**config.mk**
```make
export PLATFORM = sky130hd
export DESIGN_NAME = d2g_control
export DESIGN_NICKNAME = d
export VERILOG_FILES = /design/src/hw/rtl/disparity_to_topdown_grid_macros.svh /design/src/hw/rtl/d2g_pkg.sv /design/src/hw/rtl/d2g_control.sv
export SDC_FILE = /design/constraint.sdc
export NUM_CORES = 1
export LEC_CHECK = 0
export ABC_CLOCK_PERIOD_IN_PS = 2470
export BUFFER_PORTS_ARGS = -buffer_cell sky130_fd_sc_hd__buf_2
export CORE_MARGIN = 2
export CORE_UTILIZATION = 37
export CTS_CLUSTER_DIAMETER = 150
export DETAILED_ROUTE_END_ITERATION = 6
export GPL_TIMING_DRIVEN = 0
export PLACE_DENSITY_LB_ADDON = 0.3
export SLEW_MARGIN = 20
export SYNTH_ARGS = -nofsm -noshare
export SYNTH_HDL_FRONTEND = slang
export SYNTH_SLANG_ARGS = --single-unit
```
**constraint.sdc**
```tcl
create_clock -name clock -period 2.47 [get_ports clock]
set_input_delay 0.1235 -clock clock [delete_from_list [all_inputs] [get_ports clock]]
set_output_delay 0.1235 -clock clock [all_outputs]
set_load 0.05 [all_outputs]
```
**src/hw/rtl/disparity_to_topdown_grid_macros.svh**
```systemverilog
// Assertion macros for the disparity to top-down grid block.
`ifndef DISPARITY_TO_TOPDOWN_GRID_MACROS_SVH
`define DISPARITY_TO_TOPDOWN_GRID_MACROS_SVH
`ifndef SYNTH
`define D2G_ASSERT_IMPL(label, clk, rst, ante, cons) \
   label: assert property (@(posedge clk) disable iff (rst) (ante) |-> (cons)) \
      else $error("assertion failed");
`define D2G_ASSERT_NEXT(label, clk, rst, ante, cons) \
   label: assert property (@(posedge clk) disable iff (rst) (ante) |=> (cons)) \
      else $error("assertion failed");
`else
`define D2G_ASSERT_IMPL(label, clk, rst, ante, cons)
`define D2G_ASSERT_NEXT(label, clk, rst, ante, cons)
`endif
`endif

```
**src/hw/rtl/d2g_pkg.sv**
```systemverilog
// ----------------------------------------------------------------------------
// d2g_pkg
// Shared types, codes and constants of the disparity to top-down grid block.
// ----------------------------------------------------------------------------
package d2g_pkg;
   localparam int GRID_COLS_DEF = 40;
   localparam int GRID_ROWS_DEF = 20;
   localparam int ROW_OUT_W = 40;

   localparam logic [1:0] CMD_PROJECT = 2'd0;
   localparam logic [1:0] CMD_CLEAR   = 2'd1;
   localparam logic [1:0] CMD_READ    = 2'd2;

   localparam logic [2:0] REG_FOCAL_BASELINE = 3'd0;
   localparam logic [2:0] REG_CENTER_COLUMN  = 3'd1;
   localparam logic [2:0] REG_INV_FOCAL      = 3'd2;
   localparam logic [2:0] REG_CELL_SIZE      = 3'd3;
   localparam logic [2:0] REG_MAX_DEPTH      = 3'd4;
   localparam logic [2:0] REG_HALF_WIDTH     = 3'd5;

   localparam logic [15:0] DISP_MAX = 16'd128;

   typedef enum logic [3:0] {
      ST_INIT, ST_IDLE, ST_ZDIV, ST_MUL1, ST_MUL2, ST_LAT, ST_XDIV, ST_ZQDIV,
      ST_MARK, ST_CLEAR, ST_RESP
   } state_type;

   typedef struct packed {
      logic load;      // capture input transaction
      logic zdiv_start;
      logic mul1;
      logic mul2;
      logic lat;
      logic xdiv_start;
      logic zqdiv_start;
      logic mark;
      logic clear;
      logic read;
   } cmd_type;

   typedef struct packed {
      logic div_done;
      logic disp_ok;   // disparity in range
      logic z_ok;      // depth within max and cell size nonzero
      logic x_ok;
      logic z_row_ok;
      logic clear_done;
   } status_type;
endpackage

```
**src/hw/rtl/d2g_control.sv**
```systemverilog
// ----------------------------------------------------------------------------
// d2g_control
// Sequencer that steps one transaction through the datapath.
// ----------------------------------------------------------------------------
module d2g_control (
   input  logic                clock,
   input  logic                reset,
   input  logic                req_valid,
   output logic                req_stall,
   input  logic [1:0]          req_command,
   output logic                rsp_valid,
   input  logic                rsp_stall,
   input  d2g_pkg::status_type status,
   output d2g_pkg::cmd_type    cmd,
   output logic                marked
);
   import d2g_pkg::*;
   state_type st_ff, st_in;
   logic [1:0] op_ff;
   logic mk_ff, mk_in, rv_ff, rv_in;
   logic take;

   assign req_stall = (st_ff != ST_IDLE) || (rv_ff && rsp_stall);
   assign take = req_valid && !req_stall;
   assign rsp_valid = rv_ff;
   assign marked = mk_ff;

   always_comb begin
      st_in = st_ff;
      case (st_ff)
         ST_INIT:  if (status.clear_done) st_in = ST_IDLE;
         ST_IDLE: if (take) begin
            case (req_command)
               CMD_PROJECT: st_in = ST_ZDIV;
               CMD_CLEAR:   st_in = ST_CLEAR;
               default:     st_in = ST_RESP;
            endcase
         end
         ST_ZDIV:  if (status.div_done) st_in = ST_MUL1;
         ST_MUL1:  st_in = (status.disp_ok && status.z_ok) ? ST_MUL2 : ST_RESP;
         ST_MUL2:  st_in = ST_LAT;
         ST_LAT:   st_in = ST_XDIV;
         ST_XDIV:  if (status.div_done) st_in = ST_ZQDIV;
         ST_ZQDIV: if (status.div_done) st_in = ST_MARK;
         ST_MARK:  st_in = ST_RESP;
         ST_CLEAR: if (status.clear_done) st_in = ST_RESP;
         ST_RESP:  if (!rv_ff || !rsp_stall) st_in = ST_IDLE;
         default:  st_in = ST_IDLE;
      endcase
   end

   logic xdiv_go_ff, zq_go_ff;
   always_comb begin
      cmd = '0;
      cmd.load = take;
      case (st_ff)
         ST_INIT:  cmd.clear = 1'b1;
         ST_IDLE:  cmd.zdiv_start = take && (req_command == CMD_PROJECT);
         ST_MUL1:  cmd.mul1 = 1'b1;
         ST_MUL2:  cmd.mul2 = 1'b1;
         ST_LAT:   cmd.lat = 1'b1;
         ST_XDIV:  cmd.xdiv_start = xdiv_go_ff;
         ST_ZQDIV: cmd.zqdiv_start = zq_go_ff;
         ST_MARK:  cmd.mark = status.x_ok && status.z_row_ok;
         ST_CLEAR: cmd.clear = 1'b1;
         ST_RESP:  cmd.read = (op_ff == CMD_READ) && (!rv_ff || !rsp_stall);
         default:  ;
      endcase
   end

   always_comb begin
      mk_in = mk_ff;
      rv_in = rv_ff && rsp_stall;
      if (take) mk_in = 1'b0;
      if (st_ff == ST_MARK) mk_in = status.x_ok && status.z_row_ok;
      if (st_ff == ST_RESP && (!rv_ff || !rsp_stall)) rv_in = 1'b1;
   end

   always_ff @(posedge clock) begin
      if (reset) begin
         st_ff <= ST_INIT; rv_ff <= 1'b0; mk_ff <= 1'b0; op_ff <= CMD_PROJECT;
         xdiv_go_ff <= 1'b0; zq_go_ff <= 1'b0;
      end else begin
         st_ff <= st_in; rv_ff <= rv_in; mk_ff <= mk_in;
         if (take) op_ff <= req_command;
         xdiv_go_ff <= (st_in == ST_XDIV) && (st_ff != ST_XDIV);
         zq_go_ff   <= (st_in == ST_ZQDIV) && (st_ff != ST_ZQDIV);
      end
   end
endmodule

```
==> results.md, run 1 <==
* CTS root buf: clkbuf_4
* Hold Buf Count CTS at 0
* Clock sink count at 10
* GRT Util Overall at ~16%
* Fin. Hold Viols at 0
* Number of global-route vias before repair at 616
* Slew @ Worst Pin at between 0.4 and 0.5 ns
* Die H at 46.4 um
* Vias/cell at between 4 and 5
* Final setup violation count at 0
* Clock buffer depth at 2
* Hold Path Origin: reset
* CTS tree: done
* Yosys reg bits at 10
* Leak at about 0.40 nW
* Worst-path clk slew at 0.06 ns
* Crit-path cells: nor4b_2 > nand3_1 > nor3_1 > buf_2
* Worst Setup End Kind: output port
* TNS Setup at 0 ns
* Share of the synthesized area in the top cell type at 30.1%
* Wirelength per Cell at 10.9 um
* Post-CTS setup buffer count at 0
* Synth unique cells at 37
* Status: finished, final reports clean
* Core Rows at 15
* Global-route wire length before repair at about 2500 um
* Syn Nets at 97
* Fill count at 183
* Fraction of registers with async set/reset at 0%
* Worst Hold Path Cells at 2
* Final Net Count at 126
* Fin Clk Skew at between 0.002 and 0.0025 ns
* Synth area leader: dfxtp_1
* PortBufs at 24
* Critical path origin: st_ff[0]
* TritonCTS Buffers at 3
* Design area at roughly 840 um2
* Grt total ovfl at 0
* Synth top area cells: dfxtp_1 30%, nor2_1 5.6%, nand2_1 4.5%, nand2b_1 3.8%, mux2i_1 3.0%
* # diodes at 0
* Clock Latency Late Sink at about 0.25 ns
* Post-Syn Instances at 85
* Worst R2R Start: st_ff[2]
* DP HPWL at 1160 um
* Initial antenna violation count at 0
* Max-Cap Viols at 0
* Synth Warn # at 0
* Reg2Reg Setup Slack at 0.89 ns
* Worst r2r path cells at 6
* Crit path DAT at about 1.8 ns
* CP Launch Type: flop
* Data required time at the worst endpoint at around 2.4 ns
* Synth Cell Area at between 600 and 700 um2
* Largest net degree at the start of global routing at 11
* Starting Density at around 40%
* IO Pins at 25
* FF-to-FF End: st_ff[3]
* Layout area overhead at 26.1%
* Critical path endpoint: cmd[8]
* Core ar. at between 1500 and 2000 um2
* Rel. slew slack at 70.9%
* Full die area at 2150 um2
* Avg Cell Area, Syn at around 7.8 um2
* CTS H-Tree Depth at 1
* Slowest cell on the critical path: dfxtp_1
* Power per Cell Area at 895 nW/um2
* Fin crit share at about four fifths
* Drt drc at 0
* WL final at ~1500 um
* Sequential-to-total area share from yosys stat at between 30% and 40%
* Fmax at about 0.51 GHz
* Initial DRC Count at 10
* DP Area at ~820 um2
* Antenna viol nets, final at 0
* Crit-path max FO at 7
* Max Slew Vio Count at 0
* Most used flip-flop cell after synthesis: dfxtp_1
* HP Class: input pin to flop
* Worst Setup Path Type: flop to output port
* Post-layout min period at 1.96 ns
* GP Congestion at 0.815
* Die width at approximately 46 um
* Vias at 670
* Pre-Repair DR Iteration Count at 4
* Post-CTS Resized at 0
* Peak VDD IR at approximately 0.00049 V
* Worst path max stage delay at between 0.4 and 0.5 ns
* RSZ-0062 raised after global routing: false
* Number of synthesized flops with an enable pin at 0
* Layout cells sized above 1 at ~32%
## critical path: cells and delay by family (launching register included)
kind / cells / cell delay, ns
flops: 1 / 0.41
simple gates: 3 / 0.89
buf+inv: 1 / 0.29
## final cells by class
type / count / area, um2 / area share, %
Buffer: 6 / 33.8 / 4.02
Clock buffer: 3 / 22.5 / 2.68
Inverter: 3 / 11.3 / 1.34
Multi-Input combinational cell: 66 / 420 / 50.1
Sequential cell: 10 / 200 / 23.8
Tap cell: 25 / 31.3 / 3.73
Timing Repair Buffer: 24 / 120 / 14.3
## cells in the mapped netlist (2+ instances only)
library cell / count
nor3b_1: 2
nand2b_1: 4
inv_1: 2
mux2i_1: 2
and2_1: 3
nand3_1: 4
o21ai_0: 3
a21oi_1: 2
buf_4: 2
nor3_1: 4
nor2_1: 10
nand2_1: 8
nand4_1: 2
nor2b_1: 3
dfxtp_1: 10
buf_2: 3
## worst min path at each step
stage	to	slack (ns)
after floorplan	rsp_valid	0.19
after global placement	marked	0.40
after detailed placement	op_ff[0]	0.41
after CTS	rsp_valid	0.14
after global routing	op_ff[1]	0.15
final	rsp_valid	0.14
## metrics by stage
stage	util, %	worst slack, ns	cells	hold slack, ns	total power, mW
floorplan	-	0.0586	85	0.193	0.557
detailed placement	47.8	0.748	134	0.408	0.651
global route	49.2	0.351	137	0.153	0.809
CTS	49.2	0.479	137	0.140	0.755
global placement	47.8	0.750	134	0.400	0.648
finish	49.2	0.513	137	0.140	0.751
## report_power, final
group | leakage, nW | total, mW | switching (mW) | internal (mW)
Sequential | 0.0812 | 0.216 | 0.0287 | 0.187
Combinational | 0.301 | 0.433 | 0.282 | 0.151
Clock | 0.0138 | 0.103 | 0.0469 | 0.0558
## cells by family after synthesis
kind of cell	synth area share (%)
AO/OA/AOI/OAI	16.9
XOR/XNOR	1.32
buffers and inverters	6.76
flip-flops	30.1
multiplexers	3.01
AND/OR/NAND/NOR	41.9
## cell usage in the layout (no fill, tap or decap), types with 2 or more instances in the layout
cell type and count:
a21oi_1 2, and2_1 3, buf_2 27, buf_4 2, clkbuf_4 3, dfxtp_1 10
inv_1 2, mux2i_1 2, nand2_1 8, nand2b_1 4, nand3_1 4, nand4_1 2
nor2_1 10, nor2b_1 3, nor3_1 4, nor3b_1 2, o21ai_0 3
## state kept, by name, indices dropped and copies added (netlist names)
signal / count
st_ff: 4
op_ff: 2
marked: 1
rsp_valid: 1
xdiv_go_ff: 1
zq_go_ff: 1
## metal layers
layer,vias to the layer above,track usage (%),part of all wire [%]
li1,359,-,-
met1,290,21.4,50
met2,19,26.7,45
met3,2,2.35,4.7
met4,0,6.86,0.40
met5,-,0,0
Power figures use the tool's default switching activity.
==> run 2, diff against run 1 <==
--- a/config.mk
+++ b/config.mk
@@ -5,7 +5,8 @@
 export SDC_FILE = /design/constraint.sdc
 export NUM_CORES = 1
 export LEC_CHECK = 0
-export ABC_CLOCK_PERIOD_IN_PS = 2470
+export ABC_AREA = 1
+export ABC_CLOCK_PERIOD_IN_PS = 1700
 export BUFFER_PORTS_ARGS = -buffer_cell sky130_fd_sc_hd__buf_2
 export CORE_MARGIN = 2
 export CORE_UTILIZATION = 37
==> constraint.sdc (replaced) <==
create_clock -name clock -period 1.7 [get_ports clock]
set_input_delay 0.085 -clock clock [delete_from_list [all_inputs] [get_ports clock]]
set_output_delay 0.085 -clock clock [all_outputs]
set_load 0.05 [all_outputs]
==> results.md, run 2 <==
* Clock sink count at 10 (unchanged)
* Met2 Routed Length at 711 um (was 673 um)
* CTS H-Tree Depth at 1 (unchanged)
* Leak at 0.470 nW (was 0.396 nW)
* Critical path origin: st_ff[1] (was st_ff[0])
* Internal power at 0.486 mW (was 0.394 mW)
* Sw power at 0.456 mW (was 0.357 mW)
* Post-CTS Resized at 0 (unchanged)
* Finished Core Util at 49.9% (was 49.2%)
* Sequential power share at 32.2% (was 28.7%)
* Largest register by flop count: st_ff (unchanged)
* Synth top area cells: dfxtp_1 30%, nand2_1 15%, inv_1 9.7%, nor2_1 8.5%, nand3_1 6.8% (was dfxtp_1 30%, nor2_1 5.6%, nand2_1 4.5%, nand2b_1 3.8%, mux2i_1 3.0%)
* Post-layout min period at 1.60 ns
* Switching Share at 48.4% (was 47.6%)
* Count leader, synth: nand2_1
* Total power at 0.942 mW (was 0.751 mW)
* Fin Clk Skew at 0.00229 ns (was 0.00246 ns)
* Data required time at the worst endpoint at 1.62 ns (was 2.35 ns)
* Share of the synthesized area in the top cell type at 30.3% (was 30.1%)
* Max Slew Vio Count at 0 (unchanged)
* Synth Cell Area at 661 um2 (was 666 um2)
* Commonest non-fill, non-tap cell in the layout: nand2_1 (was buf_2)
* Largest family of logic cells by synthesized area: simple AND/OR/NAND/NOR gates (unchanged)
* Grt total ovfl at 0 (unchanged)
* IO Pins at 25 (unchanged)
* Fin. Hold Viols at 0 (unchanged)
* Sequential-to-total area share from yosys stat at 30.3% (was 30.1%)
* WL final at 1560 um (was 1490 um)
* Slew @ Worst Pin at 0.428 ns (was 0.437 ns)
* Synth area leader: dfxtp_1 (unchanged)
* PortBufs at 23 (was 24)
* Most used flip-flop cell after synthesis: dfxtp_1 (unchanged)
* HP Class: input pin to flop (unchanged)
* Vias at 740 (was 670)
* DP Area at 817 um2 (unchanged)
* Synth Area in XOR/XNOR at 0% (was 1.32%)
* Critical path endpoint: cmd[9] (was cmd[8])
* CP Launch Type: flop (unchanged)
* Comb pwr share at 50.8% (was 57.6%)
* Rel. slew slack at 71.4% (was 70.9%)
* Initial DRC Count at 18 (was 10)
* Crit-path cells: inv_1 > nand2_1 > nor2_4 > nand3_4 > inv_2 > buf_4 > clkbuf_4 (was nor4b_2 > nand3_1 > nor3_1 > buf_2)
* Synth Warn # at 0 (unchanged)
* GRT Util Overall at 17.0% (was 16.4%)
* CTS root buf: clkbuf_4 (unchanged)
* Fill count at 198 (was 183)
* GP Congestion at 0.816 (was 0.815)
* Cell Count, Final, Fillers Out at 159 (was 137)
* Reg2Reg Setup Slack at 0.42 ns (was 0.89 ns)
* Fin crit share at a little over nine tenths
* Wirelength per Cell at 9.82 um (was 10.9 um)
* Max Used Layer: met4 (unchanged)
* Post-Syn Instances at 108 (was 85)
* Power per Cell Area at 1110 nW/um2 (was 895 nW/um2)
* Full die area at 2140 um2 (was 2150 um2)
* Mux contribution to synthesized area at 0% (was 3.01%)
* Syn Nets at 120 (was 97)
* Global-route wire length before repair at 2580 um (was 2530 um)
* Met3 wire length at 129 um (was 70 um)
* Vias/cell at 4.65 (was 4.89)
* Layout cells sized above 1 at 34.3% (was 32.1%)
* Fraction of registers with async set/reset at 0% (unchanged)
* Worst Setup End Kind: output port (unchanged)
* Synth top cells by count: 26 x nand2_1, 17 x inv_1, 15 x nor2_1 (was 10 x dfxtp_1, 10 x nor2_1, 8 x nand2_1)
* Post-synthesis simple-gate area fraction at 45.8% (was 41.9%)
* Max-Cap Viols at 0 (unchanged)
* Final setup violation count at 0 (unchanged)
* Avg Cell Area, Syn at 6.12 um2 (was 7.83 um2)
* TNS Setup at 0 ns (unchanged)
* Status: finished, final reports clean (unchanged)
* Layout area overhead at 29.0% (was 26.1%)
* Core Rows at 15 (unchanged)
* Area share of fa/ha/maj cells after synthesis at 0% (unchanged)
* Die width at 46.3 um (was 46.4 um)
* Number of global-route vias before repair at 629 (was 616)
* Antenna viol nets, final at 0 (unchanged)
* Yosys reg bits at 10 (unchanged)
* Pre-Repair DR Iteration Count at 4 (unchanged)
* Die H at 46.3 um (was 46.4 um)
* Clock power frac at 17.0% (was 13.7%)
* Post-CTS setup buffer count at 0 (unchanged)
* FF-to-FF End: st_ff[1] (was st_ff[3])
* Starting Density at 38.7% (was 39.0%)
* Worst r2r path cells at 9 (was 6)
* Worst-path clk slew at 0.06 ns (about the same)
* Multi-input logic area at 378 um2 (was 420 um2)
* # placed instances at 156 (was 134)
* Initial antenna violation count at 0 (unchanged)
* Hold Buf Count CTS at 0 (unchanged)
* Core ar. at 1710 um2 (unchanged)
* Worst R2R Start: st_ff[1] (was st_ff[2])
* DP HPWL at 1260 um (was 1160 um)
* Clock Latency Late Sink at 0.26 ns (was 0.25 ns)
* Largest net degree at the start of global routing at 10 (was 11)
* Peak VDD IR at 0.000512 V (was 0.000494 V)
* Clock buffer depth at 2 (unchanged)
* Worst path max stage delay at 0.35 ns (was 0.41 ns)
* TritonCTS Buffers at 3 (unchanged)
* Slowest cell on the critical path: dfxtp_1 (unchanged)
* Design area at 852 um2 (was 840 um2)
* Max reg flops at 4 (unchanged)
* Crit-path max FO at 6 (was 7)
* Post-synthesis compound-gate area fraction at 9.09% (was 16.9%)
* Number of synthesized flops with an enable pin at 0 (unchanged)
* Routed length on met1 at 691 um (was 739 um)
* Synth unique cells at 19 (was 37)
* Worst Setup Path Type: flop to output port (unchanged)
* Fmax at approximately 0.62 GHz
* Final Net Count at 148 (was 126)
* Top flop regs: st_ff (4), op_ff (2) (unchanged)
* CTS tree: done (unchanged)
* # diodes at 0 (unchanged)
* FF/Latch Area at 203 um2 (was 200 um2)
* Most frequent cells in the layout: 26 x nand2_1, 21 x buf_2, 17 x inv_1 (was 27 x buf_2, 10 x nor2_1, 10 x dfxtp_1)
* Crit path DAT at 1.52 ns (was 1.83 ns)
* Drt drc at 0 (unchanged)
run 2: changes by cell type in the layout (fill, tap and decap cells not counted), sizes merged, moves of 3 or more:
cell / delta
nand2: +20
inv: +18
nor2: +9
buf: -6
nand3: +6
a21oi: +4
nand2b: -4
and2: -3
nor2b: -3
nor3b: -3
run 2: worst max-delay path, delay by kind of cell (launching register included):
family / cells / cell delay, ns
DFF: 1 / 0.35
and+or+nand+nor: 3 / 0.40
buffers and inverters: 4 / 0.49
run 2: metrics by stage:
step	worst slack, ns	hold WS [ns]
detailed placement	0.350	0.374
global placement	0.337	0.363
global route	-0.0159	0.104
floorplan	0.112	0.228
finish	0.0961	0.0963
CTS	0.0541	0.0985
run 2: how the worst min path moves through the flow:
stage	start	endpoint	cells after the start
final	status[3]	st_ff[2]	3
after global routing	status[4]	st_ff[2]	3
after CTS	status[4]	st_ff[2]	3
after detailed placement	status[3]	st_ff[2]	3
after global placement	status[4]	st_ff[2]	3
after floorplan	req_command[0]	op_ff[0]	2
run 2: layout make-up:
class / count / share of cell area, %
multi-input cells: 74 / 44.3
plain buffers: 3 / 2.20
well taps: 25 / 3.67
flip-flops and latches: 10 / 23.8
repair buffers: 23 / 14.1
clock buffers: 3 / 2.64
inverters: 21 / 9.25
run 2: kinds of logic (layout without fill, tap and decap cells):
kind of cell           count (synthesis)  in the layout
AND/OR/NAND/NOR                       63             63
buffers and inverters                 24             50
flip-flops                            10             10
AO/OA/AOI/OAI                         11             11
run 2: power by group through the flow:
stage               logic, mW  clock network (mW)  registers, mW
floorplan               0.368                   0          0.299
global placement        0.463                   0          0.299
detailed placement      0.469                   0          0.299
CTS                     0.470               0.161          0.294
global route            0.526               0.179          0.308
finish                  0.478               0.160          0.303
run 2: metal layers:
metal	vias up	global-route usage [%]
li1	389	-
met1	318	22.3
met2	28	25.0
met3	5	5.10
met4	0	8.57
met5	-	0
